==> src/rtl/core/nalsp_pkg.sv <==
// ============================================================================
// nalsp_pkg: shared definitions for the Annex B NAL unit splitter
// Holds the length limit, the type codes and the result record.
// ============================================================================
package nalsp_pkg;

  // Longest unit that is passed on; the byte that reaches it ends the unit.
  localparam int MAX_UNIT_BYTES = 65536;
  localparam int LEN_W          = $clog2(MAX_UNIT_BYTES + 1);

  // Look-ahead window depth and the width of its fill count.
  localparam int HOLD_DEPTH = 3;
  localparam int CNT_W      = 2;

  localparam logic [4:0] TYPE_MASK      = 5'h1f;
  localparam logic [4:0] TYPE_DELIMITER = 5'h09;

  typedef struct packed {
    logic [7:0] out_byte;
    logic       unit_first;
    logic       unit_last;
    logic [4:0] unit_type;
    logic       overflow;
  } nalsp_result_t;

endpackage

==> src/rtl/core/annexb_nal_unit_splitter.sv <==
// ============================================================================
// annexb_nal_unit_splitter: H.264 Annex B byte stream to NAL unit bytes
// Strips start codes, marks unit boundaries and types, drops delimiters when drop_delimiters is set.
// ============================================================================
// A payload byte is placed in the output register, or in the skid entry while
// that register is stalled, when the stream byte that releases it is accepted
// (three bytes of look-ahead sit in the window). Throughput: one stream byte
// per cycle while the skid entry is empty (in_stall low); a two-entry output
// stage (register plus skid) keeps the input moving while a result waits. Reset
// (rst_n low, synchronous) empties the window and output stage and sets drop_delimiters.
module annexb_nal_unit_splitter
  import nalsp_pkg::*;
(
  input  logic       clk,
  input  logic       rst_n,
  // Configuration: the drop_delimiters register.
  input  logic       cfg_wr_en,
  input  logic       cfg_wr_data,
  // Stream byte requests.
  input  logic       in_valid,
  output logic       in_stall,
  input  logic [7:0] in_data_byte,
  // Payload byte requests.
  output logic       out_valid,
  input  logic       out_stall,
  output logic [7:0] out_byte,
  output logic       out_unit_first,
  output logic       out_unit_last,
  output logic [4:0] out_unit_type,
  output logic       out_overflow
);

  // Look-ahead window, oldest byte at index zero, and its fill count.
  logic [7:0]       held_r   [HOLD_DEPTH];
  logic [7:0]       held_nxt [HOLD_DEPTH];
  logic [CNT_W-1:0] cnt_r, cnt_nxt;

  // Unit tracking state.
  logic             inside_r, inside_nxt;
  logic             first_r, first_nxt;
  logic [4:0]       type_r, type_nxt;
  logic             disc_r, disc_nxt;
  logic [LEN_W-1:0] len_r, len_nxt;
  logic             drop_r;

  // Output register and skid entry.
  nalsp_result_t    out_r, skid_r, res;
  logic             out_valid_r, skid_valid_r;
  logic             res_valid;

  logic             in_accept;
  logic             out_take;
  logic             two_zeros;
  logic [LEN_W-1:0] len_inc;
  logic             cut;

  // The input stalls only while the skid entry is occupied, so a result can
  // wait in the output register without holding up the stream.
  assign in_stall  = skid_valid_r;
  assign in_accept = in_valid && !skid_valid_r;
  assign out_take  = out_valid_r && !out_stall;

  // The two newest held bytes are both zero: a start code or a run of three
  // zeros completes if this byte is 01 or 00.
  always_comb begin
    two_zeros = 1'b0;
    case (cnt_r)
      2'd2:    two_zeros = (held_r[0] == 8'h00) && (held_r[1] == 8'h00);
      2'd3:    two_zeros = (held_r[1] == 8'h00) && (held_r[2] == 8'h00);
      default: two_zeros = 1'b0;
    endcase
  end

  assign len_inc = len_r + LEN_W'(1);
  assign cut     = len_inc >= LEN_W'(MAX_UNIT_BYTES);

  // One stream byte updates the window and unit state and may release one
  // payload byte. A payload byte always carries the first-byte flag and the
  // type that were in force before this byte, even when a new unit opens.
  always_comb begin
    for (int i = 0; i < HOLD_DEPTH; i++) begin
      held_nxt[i] = held_r[i];
    end
    cnt_nxt    = cnt_r;
    inside_nxt = inside_r;
    first_nxt  = first_r;
    type_nxt   = type_r;
    disc_nxt   = disc_r;
    len_nxt    = len_r;
    res_valid  = 1'b0;
    res.out_byte   = held_r[0];
    res.unit_first = first_r;
    res.unit_last  = 1'b0;
    res.unit_type  = type_r & TYPE_MASK;
    res.overflow   = 1'b0;

    if (!inside_r) begin
      // Hunting: keep the last two bytes until 00 00 01 appears.
      if (two_zeros && in_data_byte == 8'h01) begin
        inside_nxt = 1'b1;
        cnt_nxt    = '0;
        first_nxt  = 1'b1;
        disc_nxt   = 1'b0;
        len_nxt    = '0;
        type_nxt   = '0;
      end else if (cnt_r >= 2'd2) begin
        held_nxt[0] = held_r[1];
        held_nxt[1] = in_data_byte;
        cnt_nxt     = 2'd2;
      end else begin
        held_nxt[cnt_r] = in_data_byte;
        cnt_nxt         = cnt_r + 2'd1;
      end
    end else if (two_zeros && in_data_byte <= 8'h01) begin
      // The unit ends before the two zeros; a full window still holds its
      // final byte.
      if (cnt_r == 2'd3 && !disc_r) begin
        res_valid     = 1'b1;
        res.unit_last = 1'b1;
        first_nxt     = 1'b0;
      end
      if (in_data_byte == 8'h01) begin
        inside_nxt = 1'b1;
        cnt_nxt    = '0;
        first_nxt  = 1'b1;
        disc_nxt   = 1'b0;
        len_nxt    = '0;
        type_nxt   = '0;
      end else begin
        inside_nxt  = 1'b0;
        held_nxt[0] = 8'h00;
        held_nxt[1] = 8'h00;
        cnt_nxt     = 2'd2;
      end
    end else if (cnt_r < 2'd3) begin
      // Filling the window at the start of a unit. The first byte fixes the
      // type and whether the unit is a delimiter to be dropped.
      if (cnt_r == 2'd0) begin
        type_nxt = in_data_byte[4:0] & TYPE_MASK;
        if (drop_r && ((in_data_byte[4:0] & TYPE_MASK) == TYPE_DELIMITER)) begin
          disc_nxt = 1'b1;
        end
      end
      held_nxt[cnt_r] = in_data_byte;
      cnt_nxt         = cnt_r + 2'd1;
    end else begin
      // Full window: the oldest byte leaves, the new one enters.
      held_nxt[0] = held_r[1];
      held_nxt[1] = held_r[2];
      held_nxt[2] = in_data_byte;
      cnt_nxt     = 2'd3;
      if (!disc_r) begin
        len_nxt       = len_inc;
        res_valid     = 1'b1;
        res.unit_last = cut;
        res.overflow  = cut;
        first_nxt     = 1'b0;
        if (cut) begin
          disc_nxt = 1'b1;
        end
      end
    end
  end

  always_ff @(posedge clk) begin
    if (!rst_n) begin
      cnt_r        <= '0;
      inside_r     <= 1'b0;
      first_r      <= 1'b0;
      type_r       <= '0;
      disc_r       <= 1'b0;
      len_r        <= '0;
      drop_r       <= 1'b1;
      out_valid_r  <= 1'b0;
      skid_valid_r <= 1'b0;
    end else begin
      if (cfg_wr_en) begin
        drop_r <= cfg_wr_data;
      end

      if (in_accept) begin
        for (int i = 0; i < HOLD_DEPTH; i++) begin
          held_r[i] <= held_nxt[i];
        end
        cnt_r    <= cnt_nxt;
        inside_r <= inside_nxt;
        first_r  <= first_nxt;
        type_r   <= type_nxt;
        disc_r   <= disc_nxt;
        len_r    <= len_nxt;
      end

      // Output stage: the skid entry drains first; otherwise a new result
      // goes to the output register if it is free or being taken, and to
      // the skid entry if the output register is stalled.
      if (skid_valid_r) begin
        if (out_take) begin
          out_r        <= skid_r;
          skid_valid_r <= 1'b0;
        end
      end else if (out_valid_r && !out_take) begin
        if (in_accept && res_valid) begin
          skid_r       <= res;
          skid_valid_r <= 1'b1;
        end
      end else begin
        out_valid_r <= in_accept && res_valid;
        out_r       <= res;
      end
    end
  end

  assign out_valid      = out_valid_r;
  assign out_byte       = out_r.out_byte;
  assign out_unit_first = out_r.unit_first;
  assign out_unit_last  = out_r.unit_last;
  assign out_unit_type  = out_r.unit_type;
  assign out_overflow   = out_r.overflow;

endmodule
==> config.mk <==
export PLATFORM = sky130hd
export DESIGN_NAME = annexb_nal_unit_splitter
export DESIGN_NICKNAME = d
export VERILOG_FILES = /design/src/rtl/core/nalsp_pkg.sv /design/src/rtl/core/annexb_nal_unit_splitter.sv
export SDC_FILE = /design/constraint.sdc
export NUM_CORES = 1
export LEC_CHECK = 0
export BUFFER_PORTS_ARGS = -buffer_cell sky130_fd_sc_hd__buf_2
export CAP_MARGIN = 25
export CORE_ASPECT_RATIO = 0.8
export CORE_MARGIN = 2
export CORE_UTILIZATION = 30
export DETAILED_ROUTE_END_ITERATION = 8
export GPL_TIMING_DRIVEN = 0
export HOLD_SLACK_MARGIN = 0.12
export MAX_ROUTING_LAYER = met4
export PLACE_DENSITY_LB_ADDON = 0.2
export SLEW_MARGIN = 10
export SYNTH_ARGS = -nofsm -noshare
export SYNTH_HDL_FRONTEND = slang
export SYNTH_SLANG_ARGS = --single-unit
==> constraint.sdc <==
create_clock -name clk -period 5.2 [get_ports clk]
set_input_delay 0.52 -clock clk [delete_from_list [all_inputs] [get_ports clk]]
set_output_delay 0.52 -clock clk [all_outputs]
set_load 0.02 [all_outputs]
; After elaboration in Yosys (flattened, before gate mapping)
; Memories as Yosys holds them, arrays and structs flattened.
; Cells that the tools add are included.
[op_classes]
n_eq_ne = 14
muxes = 71
bitwise_logic = 3
n_reduce_logical = 27
add_sub_neg = 2
order_cmp = 6
[ops]
columns = op, n
row1 = 17-bit 2-to-1 mux, 6
row2 = 16-bit 2-to-1 mux, 6
row3 = 24-bit 2-to-1 mux, 3
row4 = 1-bit 2-to-1 mux, 38
row5 = 5-bit 2-to-1 mux, 6
row6 = 24-bit bitwise mux, 1
row7 = 8-bit zero test, 3
row8 = 8-bit 2-to-1 mux, 3
row9 = 5-bit AND reduction, 4
row10 = 17-bit by 1-bit adder with 17-bit output (second input constant), 1
row11 = 17-bit greater-or-equal comparator (second input constant), 1
row12 = 8-bit demux with 2-bit select, 1
row13 = 2-bit 2-to-1 mux, 6
row14 = 4-bit by 3-bit inequality test with 1-bit output (second input constant), 3
row15 = 1-bit logical AND, 11
row16 = 8-bit by 1-bit == test with 1-bit output (second input constant), 1
row17 = 8-bit by 1-bit less-or-equal comparator with 1-bit output (second input constant), 1
row18 = 3-bit by 1-bit inequality test with 1-bit output (second input constant), 2
row19 = 3-bit inequality test (second input constant), 2
row20 = 5-bit by 4-bit == test with 1-bit output (second input constant), 1
row21 = 2-bit == test (second input constant), 2
row22 = 1-bit zero test, 4
row23 = 4-bit AND reduction, 1
row24 = 3-bit greater-or-equal comparator (second input constant), 1
row25 = other kinds (14), 15
[word_totals]
elab_cells = 143
ramBits = 24
n_memories = 1
in_bits = 14
output_inout_bits = 18
regBits = 62
[mem_list]
columns = memory, depth, word_bits, read_ports, rd_clocked_by_memory_dff, wr, line_no
row1 = held_r, 3, 8, 3, 0, 3, annexb_nal_unit_splitter.sv:34  ; logic [7:0] held_r [HOLD_DEPTH];

; Depth between registers and ports, before layout
[logic_depth]
word_depth = 10
depth_mapped = 9
mapped_depth_nobuf = 7

; Worst setup path after synthesis
; OpenSTA, ideal clock, no wires.
[synth_timing]
path_kind = reg2reg
start = register, netlist name cnt_r[1]
end = memory held_r[0][0] (enable)
setup_time_ns = 0.396
n_path_buf = 1
arrival_time_ns = 2.094
slack_ns = 2.710
path_stages_with_launch = 6
required_ns = 4.804
path_cell_list = dfxtp_1 -> ha_1 -> clkbuf_1 -> a41oi_1 -> nor3_4 -> a21oi_1
[synth_lines]
columns = element, line_no
row1 = end: declaration, annexb_nal_unit_splitter.sv:34

; Final worst setup path
[layout_timing]
start = register cnt_r[1]
end = register skid_r[5] (netlist name) (enable)
[layout_between]
elab_chain_len = 7
word_cells_on_any_way = 12
[layout_lines]
columns = element, line_no
row1 = start: declaration, annexb_nal_unit_splitter.sv:36  ; logic [CNT_W-1:0] cnt_r, cnt_nxt;
row2 = start signal: assignment, annexb_nal_unit_splitter.sv:185  ; cnt_r <= cnt_nxt;
row3 = "2-bit == test, on equally long branches", "annexb_nal_unit_splitter.sv:67, annexb_nal_unit_splitter.sv:117"
row4 = 1-bit one-hot mux with 2 select lines / 1-bit logical AND (equally long branches), "annexb_nal_unit_splitter.sv:67, annexb_nal_unit_splitter.sv:117"
row5 = 1-bit logical AND / 1-bit 2-to-1 mux (equally long branches), "annexb_nal_unit_splitter.sv:114, annexb_nal_unit_splitter.sv:117"
row6 = 1-bit 2-to-1 mux *, annexb_nal_unit_splitter.sv:114  ; end else if (two_zeros && in_data_byte <= 8'h01) begin
row7 = 1-bit 2-to-1 mux *, annexb_nal_unit_splitter.sv:97  ; if (!inside_r) begin
row8 = 1-bit logical AND *, annexb_nal_unit_splitter.sv:202  ; if (in_accept && res_valid) begin
row9 = 4-bit AND reduction (no line) *, -
row10 = end signal: assignment, annexb_nal_unit_splitter.sv:203  ; skid_r <= res;
row11 = end: declaration, annexb_nal_unit_splitter.sv:47  ; nalsp_result_t out_r, skid_r, res;
; Mark *: on every way between the ends. The rest lies on a longest branch, timed or not.
; A chain may end at the register's enable or synchronous reset.

==> results.sh <==
export IMPL_outcome="complete, no violations"
export IMPL_syn_area_mm2=0.00403
export IMPL_fillers=1300
export IMPL_worstSetupStartpointType="flop"
export IMPL_final_core_utilization_pct=36.4
export IMPL_final_cell_mix="edfxtp_1, buf_2, dfxtp_1, nand2_1, nor2_1"
export IMPL_max_slew_margin_pct=52.7
export IMPL_clock_sinks=86
export IMPL_areaGrowthSynthToFinish_pct=17.6
export IMPL_yosysSeqAreaShare_pct=56.6
export IMPL_yosysWarnings=0
export IMPL_drv_slew=0
export IMPL_p_total_w=0.00153
export IMPL_tritoncts="yes"
export IMPL_path_max_fanout=10
export IMPL_die_w_um=134
export IMPL_gp_congestion=0.868
export IMPL_vias=2905
export IMPL_clk_pin_slew_worst_paths_ps=60
export IMPL_leakage_nw=1.64
export IMPL_drt_iter0_drc=210
export IMPL_hold_viol_final=0
export IMPL_synth_distinct_cells=48
export IMPL_synth_cells=351
export IMPL_dieArea_mm2=0.0144
export IMPL_cts_max_path_buffers=2
export IMPL_h_tree_depth=3
export IMPL_setup_violations=0
export IMPL_endpoint_kind="flop"
export IMPL_placed_cell_area_mm2=0.00443
export IMPL_tightest_slew_ps=703
export IMPL_synth_edf_count=56
export IMPL_synthDominantCellAreaShare_pct=41.7
export IMPL_insertion_delay_ps=340
export IMPL_antenna_found_initial=0
export IMPL_grt_pass1_wl_mm=15.1
export IMPL_first_pass_iters=4
export IMPL_root_buffer="clkbuf_16"
export IMPL_worstPathRequired_ps=5240
export IMPL_grt_pass1_vias=2889
export IMPL_grt_total_usage_pct=13.9
export IMPL_hold_path_class="input port to flop"
export IMPL_cp_arrival_ps=2670
export IMPL_drt_drc_violations_left=0
export IMPL_finalCriticalPeriod_ps=2630
export IMPL_drt_total_wl_mm=9.24
export IMPL_die_h_um=108
export IMPL_dp_hpwl_mm=6.72
export IMPL_grt_overflow_total=0
export IMPL_setup_tns_ps=0
export IMPL_ioPinCount=32
export IMPL_layout_commonest_cell="edfxtp_1"
export IMPL_skew_ps=8.99
export IMPL_rows=37
export IMPL_cts_hold_fix_buffers=0
export IMPL_synth_area_per_cell_um2=11.5
export IMPL_rsz0062_at_grt="false"
export IMPL_synth_largest_area_cell="edfxtp_1"
export IMPL_layout_nets=416
export IMPL_wire_per_inst_um=16.0
export IMPL_power_density_mw_per_mm2=322
export IMPL_cts_resized=0
export IMPL_ir_drop_mv=0.158
export IMPL_synth_main_ff_cell="edfxtp_1"
export IMPL_initial_core_util_pct=31.0
export IMPL_via_per_inst=5.04
export IMPL_crit_type="flop to flop"
export IMPL_diodes=0
export IMPL_cts_setup_buffers=0
export IMPL_core_mm2=0.0130
export IMPL_ant_nets=0
export IMPL_synthArstFlopShare_pct=0
export IMPL_syn_nets=371
export IMPL_cts_buffers=9
export IMPL_io_buffers=30
export IMPL_drive_gt1_share_pct=20.7
export IMPL_max_cap_viol_count=0
export IMPL_period_share_pct=50.6
export IMPL_netlist_top_cells_area="edfxtp_1, dfxtp_1, mux2i_1"
export IMPL_grt_max_degree=17
export IMPL_ys_ff_latch=86
export IMPL_fmax_mhz=380
export IMPL_stdcell_area_mm2=0.00474
cells in the mapped netlist, types with 2 or more instances:
master / n
edfxtp_1: 56
dfxtp_1: 30
nand2_1: 23
nor2_1: 21
o21ai_0: 20
mux2i_1: 19
nand3_1: 19
a21oi_1: 17
mux2_2: 16
nor2b_1: 10
a22oi_1: 8
inv_1: 8
o2bb2ai_1: 8
clkbuf_1: 7
or3_1: 7
ha_1: 6
nand4_1: 6
nor3_1: 6
nor4_1: 6
a31oi_1: 5
and3_1: 5
buf_2: 4
nor3_2: 4
a211oi_1: 3
and2_1: 3
buf_1: 3
nand2b_1: 3
o21ai_1: 3
a21oi_2: 2
a32o_1: 2
a41o_1: 2
nand3b_1: 2
or4_1: 2
stage by stage:
| step | cells | setup WS, ps | hold slack, ps |
|---|---|---|---|
| after global placement | 556 | 2030 | 455 |
| after global routing | 576 | 2210 | 409 |
| after detailed placement | 559 | 2380 | 461 |
| after CTS | 575 | 2490 | 391 |
| final | 576 | 2570 | 407 |
| after floorplan | 351 | 2710 | 426 |
where the power goes:
group,switching (W),internal (W)
clock,0.000276,0.000379
sequential,0.0000126,0.000750
combinational,0.0000700,0.0000414
total,0.000358,0.00117
cell type report:
| class | instances | area (µm²) | area share, % |
|---|---|---|---|
| buffer | 15 | 65.1 | 1.37 |
| clock inverter | 7 | 81.3 | 1.72 |
| tap | 175 | 219 | 4.62 |
| inverter | 8 | 30.0 | 0.634 |
| clock buffer | 9 | 225 | 4.75 |
| timing repair buffer | 34 | 181 | 3.83 |
| multi-input combinational | 242 | 1660 | 34.9 |
| sequential | 86 | 2280 | 48.2 |
sequential cells by signal (all words and copies together) (netlist names), 2 cells and up, named ones only:
| name | flops |
|---|---|
| len_r | 17 |
| held_r | 16 |
| skid_r | 16 |
| out_byte | 8 |
| out_unit_type | 5 |
| type_r | 5 |
| cnt_r | 2 |
cell families (layout without fill, tap and decap cells):
group	count (synthesis)	after routing	share of synthesized area (%)
AO/OA/AOI/OAI	77	77	13.0
XOR/XNOR	1	1	0.217
adder cells (fa/ha/maj)	6	6	1.86
buffers and inverters	23	73	2.36
flip-flops	86	86	56.6
multiplexers	35	35	9.19
AND/OR/NAND/NOR	123	123	16.7
worst paths after layout:
kind	from	end	slack [ps]	cells after the start
max reg2reg	cnt_r[1]	skid_r[5]	2570	7
min reg2reg	type_r[4]	skid_r[5]	470	0
min	cfg_wr_data	drop_r	410	3
max	cnt_r[1]	skid_r[5]	2570	7
metal layers:
layer	track usage, %	wire length, µm
met2	19.4	3700
met3	3.58	457
met5	-	0
met1	19.7	4980
met4	4.41	108
critical path, cell delays in order, from the launching register on:
cell and delay, ps:
dfxtp_1 420, ha_1 170, clkbuf_1 310, inv_1 170, nor3_1 310, nand3_1 170, nor2_1 480, buf_4 290
Power figures use the tool's default switching activity.
